$ cat config.mk
export PLATFORM = sky130hd
export DESIGN_NAME = ansi_aware_line_wrapper_flat
export DESIGN_NICKNAME = d
export VERILOG_FILES = /design/src/hw/rtl/awl_pkg.sv /design/src/hw/rtl/awl_if.sv /design/src/hw/rtl/ansi_aware_line_wrapper.sv /design/src/flat_wrapper.sv
export SDC_FILE = /design/constraint.sdc
export NUM_CORES = 1
export LEC_CHECK = 0
export BUFFER_PORTS_ARGS = -buffer_cell sky130_fd_sc_hd__buf_4
export CAP_MARGIN = 20
export CORE_MARGIN = 2
export CORE_UTILIZATION = 50
export CTS_BUF_LIST = sky130_fd_sc_hd__clkbuf_4
export DETAILED_ROUTE_END_ITERATION = 10
export PLACE_DENSITY_LB_ADDON = 0.12
export SETUP_SLACK_MARGIN = 0.15
export SYNTH_ARGS = -nofsm -noshare
export SYNTH_HDL_FRONTEND = slang
export SYNTH_SLANG_ARGS = --single-unit
$ cat constraint.sdc
create_clock -name clk_i -period 5.7 [get_ports clk_i]
set_input_delay 1.14 -clock clk_i [delete_from_list [all_inputs] [get_ports clk_i]]
set_output_delay 1.14 -clock clk_i [all_outputs]
set_load 0.1 [all_outputs]
$ cat src/hw/rtl/awl_pkg.sv
// Package for the ANSI-aware line wrapper: escape phase type, byte codes and
// the byte classification functions. No dependencies.
package awl_pkg;

  typedef enum logic [2:0] {
    PH_DEFAULT = 3'd0,
    PH_ESCAPE  = 3'd1,
    PH_NF      = 3'd2,
    PH_CSI     = 3'd3,
    PH_FINAL   = 3'd4
  } phase_e;

  localparam int unsigned RowWidthBits = 12;
  localparam logic [RowWidthBits-1:0] RowWidthReset = 12'd80;

  localparam logic [7:0] ChBs       = 8'h08;
  localparam logic [7:0] ChTab      = 8'h09;
  localparam logic [7:0] ChLf       = 8'h0A;
  localparam logic [7:0] ChCr       = 8'h0D;
  localparam logic [7:0] ChEsc      = 8'h1B;
  localparam logic [7:0] ChSpace    = 8'h20;
  localparam logic [7:0] ChInterMax = 8'h2F;
  localparam logic [7:0] ChParamMax = 8'h3F;
  localparam logic [7:0] ChDel      = 8'h7F;
  localparam logic [7:0] ChAsciiEnd = 8'h80;
  localparam logic [7:0] ChContMax  = 8'hBF;
  localparam logic [7:0] ChBracket  = 8'h5B;

  function automatic phase_e next_phase(input phase_e ph, input logic [7:0] b);
    phase_e res;
    res = PH_DEFAULT;
    if (b < ChSpace || b > ChDel) begin
      res = (b == ChEsc) ? PH_ESCAPE : PH_DEFAULT;
    end else begin
      case (ph)
        PH_ESCAPE: begin
          if (b <= ChInterMax) begin
            res = PH_NF;
          end else begin
            res = (b == ChBracket) ? PH_CSI : PH_FINAL;
          end
        end
        PH_NF:  res = PH_FINAL;
        PH_CSI: res = (b <= ChParamMax) ? PH_CSI : PH_FINAL;
        default: res = PH_DEFAULT;
      endcase
    end
    return res;
  endfunction

  function automatic logic is_visible(input logic [7:0] b);
    logic res;
    if (b == ChTab) begin
      res = 1'b1;
    end else if (b < ChAsciiEnd) begin
      res = (b >= ChSpace) && (b < ChDel);
    end else begin
      res = (b > ChContMax);
    end
    return res;
  endfunction

endpackage

$ cat src/hw/rtl/awl_if.sv
// Valid/ready stream interfaces for the line wrapper's input and output.
// Depends on nothing.
interface awl_in_if;
  logic       valid;
  logic       ready;
  logic [7:0] in_byte;
  logic       end_of_input;

  modport source (output valid, output in_byte, output end_of_input, input ready);
  modport sink (input valid, input in_byte, input end_of_input, output ready);
endinterface

interface awl_out_if;
  logic       valid;
  logic       ready;
  logic [7:0] out_byte;
  logic       last;

  modport source (output valid, output out_byte, output last, input ready);
  modport sink (input valid, input out_byte, input last, output ready);
endinterface

$ cat src/hw/rtl/ansi_aware_line_wrapper.sv
// Top level of the ANSI-aware line wrapper: input register, wrap logic and a
// two-entry result queue. Depends on awl_pkg and the interfaces in awl_if.
//
//   channel   direction  payload                     request taken when
//   in_i      sink       in_byte, end_of_input       valid && ready
//   out_o     source     out_byte, last              valid && ready
//   row_width write-only row_width_i (12 bits)       row_width_we_i
//
// One request is taken per cycle while the result queue has room for its results. It is held
// in the input register, then the wrap logic places its zero, one or two results in the result queue.
// A wrap gives two results: a newline first and then the byte itself.
// Reset clears the queue, the input register and the cursor state, and sets
// the row width to 80. A stalled output fills the queue and then holds input.
module ansi_aware_line_wrapper #(
  parameter int unsigned TAB_STOP    = 8,
  parameter int unsigned COLUMN_BITS = 13
) (
  input  logic                             clk_i,
  input  logic                             rst_ni,
  input  logic                             row_width_we_i,
  input  logic [awl_pkg::RowWidthBits-1:0] row_width_i,
  awl_in_if.sink                           in_i,
  awl_out_if.source                        out_o
);

  localparam int unsigned CmpBits =
    (COLUMN_BITS > awl_pkg::RowWidthBits) ? COLUMN_BITS : awl_pkg::RowWidthBits;
  localparam logic [COLUMN_BITS:0] ColMax = {1'b0, {COLUMN_BITS{1'b1}}};

  logic [awl_pkg::RowWidthBits-1:0] row_width_q;

  logic       in_valid_q;
  logic [7:0] in_byte_q;
  logic       in_eoi_q;

  awl_pkg::phase_e          phase_q, phase_d;
  logic [COLUMN_BITS-1:0]   column_q, column_d;
  logic                     row_open_q, row_open_d;

  logic [7:0] fifo_byte_q [2];
  logic       fifo_last_q [2];
  logic       rd_ptr_q, wr_ptr_q;
  logic [1:0] count_q, count_d;

  logic [awl_pkg::RowWidthBits-1:0] width;
  awl_pkg::phase_e                  ph;
  logic                             wrap;
  logic [1:0]                       nres;
  logic [7:0]                       res0_byte;
  logic                             res0_last;
  logic [COLUMN_BITS-1:0]           col_src;
  logic [COLUMN_BITS-1:0]           col_moved;
  logic [COLUMN_BITS-1:0]           tab_rem;
  logic [COLUMN_BITS:0]             col_sum;
  logic                             pop;
  logic [1:0]                       count_left;
  logic                             proc_fire;
  logic                             in_fire;

  always_comb begin
    width = (row_width_q == '0) ? awl_pkg::RowWidthBits'(1) : row_width_q;
    ph    = awl_pkg::next_phase(phase_q, in_byte_q);
    wrap  = !in_eoi_q && (in_byte_q != awl_pkg::ChLf) && awl_pkg::is_visible(in_byte_q) &&
            (ph == awl_pkg::PH_DEFAULT) &&
            (CmpBits'(column_q) >= CmpBits'(width));
    col_src = wrap ? '0 : column_q;

    tab_rem = COLUMN_BITS'(col_src % TAB_STOP);
    col_sum = '0;
    if (in_byte_q == awl_pkg::ChTab) begin
      col_sum = {1'b0, col_src} + (COLUMN_BITS+1)'(TAB_STOP) - {1'b0, tab_rem};
    end else if (awl_pkg::is_visible(in_byte_q)) begin
      col_sum = {1'b0, col_src} + (COLUMN_BITS+1)'(1);
    end
    if (in_byte_q == awl_pkg::ChCr) begin
      col_moved = '0;
    end else if (in_byte_q == awl_pkg::ChBs) begin
      col_moved = (col_src != '0) ? col_src - COLUMN_BITS'(1) : '0;
    end else if (in_byte_q == awl_pkg::ChTab || awl_pkg::is_visible(in_byte_q)) begin
      col_moved = (col_sum > ColMax) ? ColMax[COLUMN_BITS-1:0] : col_sum[COLUMN_BITS-1:0];
    end else begin
      col_moved = col_src;
    end

    phase_d    = phase_q;
    column_d   = column_q;
    row_open_d = row_open_q;
    res0_byte  = in_byte_q;
    res0_last  = 1'b1;
    if (in_eoi_q) begin
      nres       = row_open_q ? 2'd1 : 2'd0;
      res0_byte  = awl_pkg::ChLf;
      phase_d    = awl_pkg::PH_DEFAULT;
      column_d   = '0;
      row_open_d = 1'b0;
    end else if (in_byte_q == awl_pkg::ChLf) begin
      nres       = 2'd1;
      phase_d    = awl_pkg::PH_DEFAULT;
      column_d   = '0;
      row_open_d = 1'b0;
    end else if (wrap) begin
      nres       = 2'd2;
      res0_byte  = awl_pkg::ChLf;
      res0_last  = 1'b0;
      phase_d    = ph;
      column_d   = col_moved;
      row_open_d = 1'b1;
    end else begin
      nres       = 2'd1;
      phase_d    = ph;
      if (ph == awl_pkg::PH_DEFAULT) begin
        column_d = col_moved;
      end
      row_open_d = 1'b1;
    end
  end

  assign pop        = out_o.valid && out_o.ready;
  assign count_left = count_q - {1'b0, pop};
  assign proc_fire  = in_valid_q && (nres <= (2'd2 - count_left));
  assign in_i.ready = !in_valid_q || proc_fire;
  assign in_fire    = in_i.valid && in_i.ready;
  assign count_d    = count_left + (proc_fire ? nres : 2'd0);

  assign out_o.valid    = (count_q != 2'd0);
  assign out_o.out_byte = fifo_byte_q[rd_ptr_q];
  assign out_o.last     = fifo_last_q[rd_ptr_q];

  always_ff @(posedge clk_i or negedge rst_ni) begin
    if (!rst_ni) begin
      row_width_q <= awl_pkg::RowWidthReset;
      in_valid_q  <= 1'b0;
      phase_q     <= awl_pkg::PH_DEFAULT;
      column_q    <= '0;
      row_open_q  <= 1'b0;
      rd_ptr_q    <= 1'b0;
      wr_ptr_q    <= 1'b0;
      count_q     <= 2'd0;
    end else begin
      if (row_width_we_i) begin
        row_width_q <= row_width_i;
      end
      if (in_fire) begin
        in_valid_q <= 1'b1;
      end else if (proc_fire) begin
        in_valid_q <= 1'b0;
      end
      if (proc_fire) begin
        phase_q    <= phase_d;
        column_q   <= column_d;
        row_open_q <= row_open_d;
        if (nres == 2'd1) begin
          wr_ptr_q <= ~wr_ptr_q;
        end
      end
      if (pop) begin
        rd_ptr_q <= ~rd_ptr_q;
      end
      count_q <= count_d;
    end
  end

  always_ff @(posedge clk_i) begin
    if (in_fire) begin
      in_byte_q <= in_i.in_byte;
      in_eoi_q  <= in_i.end_of_input;
    end
    if (proc_fire && nres != 2'd0) begin
      fifo_byte_q[wr_ptr_q] <= res0_byte;
      fifo_last_q[wr_ptr_q] <= res0_last;
      if (nres == 2'd2) begin
        fifo_byte_q[~wr_ptr_q] <= in_byte_q;
        fifo_last_q[~wr_ptr_q] <= 1'b1;
      end
    end
  end

  assert property (@(posedge clk_i) disable iff (!rst_ni) count_q != 2'd3)
    else $error("Result queue holds more than two entries.");

  assert property (@(posedge clk_i) disable iff (!rst_ni)
    (out_o.valid && !out_o.last) |-> (out_o.out_byte == awl_pkg::ChLf))
    else $error("First result of a pair is not a newline.");

  assert property (@(posedge clk_i) disable iff (!rst_ni)
    (in_valid_q && !proc_fire) |=> (in_valid_q && $stable(in_byte_q) && $stable(in_eoi_q)))
    else $error("Held request was lost or changed.");

  assert property (@(posedge clk_i) disable iff (!rst_ni)
    (phase_q != awl_pkg::PH_DEFAULT) |-> row_open_q)
    else $error("Escape sequence open without an open row.");

endmodule

$ cat src/flat_wrapper.sv
// flat-port wrapper written by rule: the top's interface ports become plain ports
module ansi_aware_line_wrapper_flat 
#(
  parameter int unsigned TAB_STOP    = 8,
  parameter int unsigned COLUMN_BITS = 13
)
  (clk_i, rst_ni, row_width_we_i, row_width_i, in_i_valid, in_i_in_byte, in_i_end_of_input, in_i_ready, out_o_valid, out_o_out_byte, out_o_last, out_o_ready);
  awl_in_if in_i_i ();
  awl_out_if out_o_i ();
  input  logic clk_i;
  input  logic rst_ni;
  input  logic row_width_we_i;
  input  logic [awl_pkg::RowWidthBits-1:0] row_width_i;
  input wire logic [$bits(in_i_i.valid)-1:0] in_i_valid;
  input wire logic [$bits(in_i_i.in_byte)-1:0] in_i_in_byte;
  input wire logic [$bits(in_i_i.end_of_input)-1:0] in_i_end_of_input;
  output wire logic [$bits(in_i_i.ready)-1:0] in_i_ready;
  output wire logic [$bits(out_o_i.valid)-1:0] out_o_valid;
  output wire logic [$bits(out_o_i.out_byte)-1:0] out_o_out_byte;
  output wire logic [$bits(out_o_i.last)-1:0] out_o_last;
  input wire logic [$bits(out_o_i.ready)-1:0] out_o_ready;
  assign in_i_i.valid = in_i_valid;
  assign in_i_i.in_byte = in_i_in_byte;
  assign in_i_i.end_of_input = in_i_end_of_input;
  assign in_i_ready = in_i_i.ready;
  assign out_o_valid = out_o_i.valid;
  assign out_o_out_byte = out_o_i.out_byte;
  assign out_o_last = out_o_i.last;
  assign out_o_i.ready = out_o_ready;
  ansi_aware_line_wrapper #(.TAB_STOP(TAB_STOP), .COLUMN_BITS(COLUMN_BITS)) u_core (.clk_i(clk_i), .rst_ni(rst_ni), .row_width_we_i(row_width_we_i), .row_width_i(row_width_i), .in_i(in_i_i), .out_o(out_o_i));
endmodule
==> impl_metrics.ini <==
[finish]
area_growth_pct = 10.0
drive_gt1_frac = 0.180
diodes = 0
nets = 673
num-fill-cells = 900

[floorplan]
io-pin-count = 37
dieArea_um2 = 11000
die_w_um = 105
num_rows = 36
start_util = 0.517
die_h_um = 105
coreArea_um2 = 9820

[placement]
globalplace.congestion = 0.968
io_buffers = 36
hpwl_mm = 10.1

[sta]
period_minus_slack_ns = 5.08
fin_worst_skew_ns = 0.0242
max_slew_margin = 0.520
hold_ws_ns = 0.470
setup_viol = 0
tns_ns = 0
slew_violations = 0
worstMarginPinSlew_ns = 0.711
fin_crit_sh = 0.891
finalHoldViolations = 0
rsz0062_at_grt = false
fmaxAchievable_ghz = 0.197

[clock_tree]
cts_sinks = 61
htree_num_levels = 3
cts_tree = built
cts_buffers = 9
postCtsSetupRepairBufs = 0
postCtsHoldBufs = 0
clkTransAtPathRegs_ns = 0.10
cts_resized = 0
cts-root-buf = clkbuf_4
cts_buffer_depth = 2
clock_latency_ns = 0.43

[worst_setup_path]
crit_required_ns = 4.56
critPathArrivalTime_ns = 3.94
cp_max_fo = 14
crit_family = compound AO/OA/AOI/OAI gates
cpPeakStageDelay_ns = 0.55
end_kind = output port
crit_path_start_kind = flip-flop
path_cells = inv_1 -> ha_1 -> a2111oi_2 -> o21ai_1 -> a2111o_1 -> o2111ai_4 -> inv_4 -> buf_4 -> ha_1 -> nand2b_1 -> nand2_1 -> nand3_1 -> buf_4
cpMaxStageDelayCell = dfstp_2
crit_type = reg -> out
cp.buffers_inverters = 4

[power_and_ir_drop]
irDropWorstVdd_mv = 0.387
pwr-share-clk = 0.087
combPwrFrac = 0.673
p_switching_mw = 1.84
p_per_area_nw_per_um2 = 608
leakage_nw = 2.39
switching_share = 0.541
internal_power_mw = 1.56
power_frac_seq = 0.239

[drt]
totalWireLength_mm = 13.5
num_vias = 4470
postRouteAntennaNets = 0
initialDrtViolationCount = 420
wl_per_cell_um = 18.3
firstDrtPassIters = 5
avgViaCountPerCell = 6.07
post-route-drc-count = 0

[logic_synthesis]
ys_types = 82
synth-seq-cells = 61
yosys-top-cells-area = dfrtp_1 (16%), edfxtp_1 (15%), ha_1 (12%)
synth.avg_cell_area_um2 = 9.01
synth_seq_area_share = 0.324
synth_edf_count = 25
synthArstFlopShare = 0.557
synthTopCellsByCount = nand2_1 (54), ha_1 (48), inv_1 (40)
synth_top_cell_area_share = 0.158
synth_area_leader_cell = dfrtp_1
ys_warn_count = 0
synth_nets = 638
yosysMostFrequentCell = nand2_1
ys.flop_type = dfrtp_1
synth_cells = 564
syn_area_um2 = 5080

[min_path]
hp-class = reg -> reg

[grt]
grt_pass1_wl_mm = 22.1
grt_overflow = 0
grt_usage = 0.256
grt_pass1_vias = 4405
grt_max_degree = 35
grt_antenna_before_repair = 0

[run_status]
status = finished, final reports clean

[job]
maxCapViolCount = 0
[registers in the layout (all words and copies together) (netlist names)]
register,cells
u_core.in_valid_q,1
u_core.in_byte_q,8
u_core.in_eoi_q,1
u_core.row_open_q,1
u_core.rd_ptr_q,1
u_core.fifo_last_q,2
u_core.column_q,13
u_core.fifo_byte_q,16
u_core.wr_ptr_q,1
u_core.count_q,2
u_core.row_width_q,12
u_core.phase_q,3
[layout by cell type, fill, tap and decap left out, drive strengths merged, types with 15 or more instances in the layout]
cell | synthesis | layout
inv | 41 | 41
a21oi | 29 | 29
nand2 | 54 | 54
nand3 | 19 | 19
dfrtp | 32 | 32
edfxtp | 25 | 25
and2 | 15 | 15
buf | 14 | 49
ha | 48 | 48
o21ai | 40 | 40
nor3 | 16 | 16
nor2 | 34 | 34
[power groups by stage]
stage	logic, mW	registers (mW)	clock network [mW]
after global placement	2.20	0.810	0
after detailed placement	2.25	0.820	0
after CTS	2.26	0.811	0.305
final	2.29	0.814	0.296
after global routing	2.48	0.835	0.323
after floorplan	1.78	0.730	0
[layer usage]
layer,global-route usage,part of all wire,vias to the layer above,wire [um]
met2,0.394,0.44,194,5940
li1,-,-,2136,-
met4,0.0933,0.024,0,329
met5,0,0,-,0
met1,0.356,0.46,2110,6230
met3,0.0505,0.072,30,972
[cell families (layout without fill, tap and decap cells)]
| logic type | count (synthesis) | after routing | synth area share |
|---|---|---|---|
| buf+inv | 66 | 106 | 0.0613 |
| xor+xnor | 18 | 18 | 0.0310 |
| simple gates | 207 | 207 | 0.219 |
| mux | 12 | 12 | 0.0261 |
| fa+ha+maj | 48 | 48 | 0.118 |
| flops | 61 | 61 | 0.324 |
| compound gates | 152 | 152 | 0.221 |
[per-stage QoR]
step	worst slack [ns]	std cells	total power, mW	utilization	area, um^2
floorplan	0.994	564	2.51	-	5080
global placement	0.914	720	3.01	0.555	5450
global route	0.286	737	3.64	0.569	5590
CTS	0.589	737	3.38	0.569	5590
finish	0.621	737	3.40	0.569	5590
detailed placement	0.702	721	3.07	0.556	5460
[final timing paths]
| kind | start | to | slack [ns] | cells after the start |
|---|---|---|---|---|
| worst max register to register | u_core.row_width_q[6] | u_core.column_q[6] | 0.65 | 17 |
| worst min register to register | u_core.fifo_last_q[1] | u_core.fifo_last_q[1] | 0.47 | 1 |
| min in group asynchronous | rst_ni | u_core.column_q[2] | 0.66 | 1 |
| worst max-delay path | u_core.row_width_q[6] | in_i_ready | 0.62 | 13 |
| worst min-delay path | u_core.fifo_last_q[1] | u_core.fifo_last_q[1] | 0.47 | 1 |
| max in group asynchronous | rst_ni | u_core.row_width_q[6] | 4.67 | 1 |
[layout make-up]
type                            count  area [um^2]  area share
Multi-Input combinational cell    437         3130       0.559
Sequential cell                    61         1640       0.294
Timing Repair Buffer               49          368      0.0658
Tap cell                          133          166      0.0298
Inverter                           41          156      0.0280
Clock buffer                       10         75.1      0.0134
Clock inverter                      6         53.8     0.00963
[worst register-to-register path, cell delays in order, from the launching register on]
cell and delay, ns:
dfstp_2 0.55, inv_1 0.05, ha_1 0.31, a2111oi_2 0.35
o21ai_1 0.11, a2111o_1 0.41, o2111ai_4 0.47, inv_4 0.04
nor2_1 0.29, ha_1 0.35, nor3_1 0.20, o21ai_1 0.12
a211o_1 0.30, a211o_1 0.35, o2111ai_1 0.15, nand3_2 0.32
a2111oi_0 0.44, o21ai_1 0.13
(Power assumes the default switching activity.)
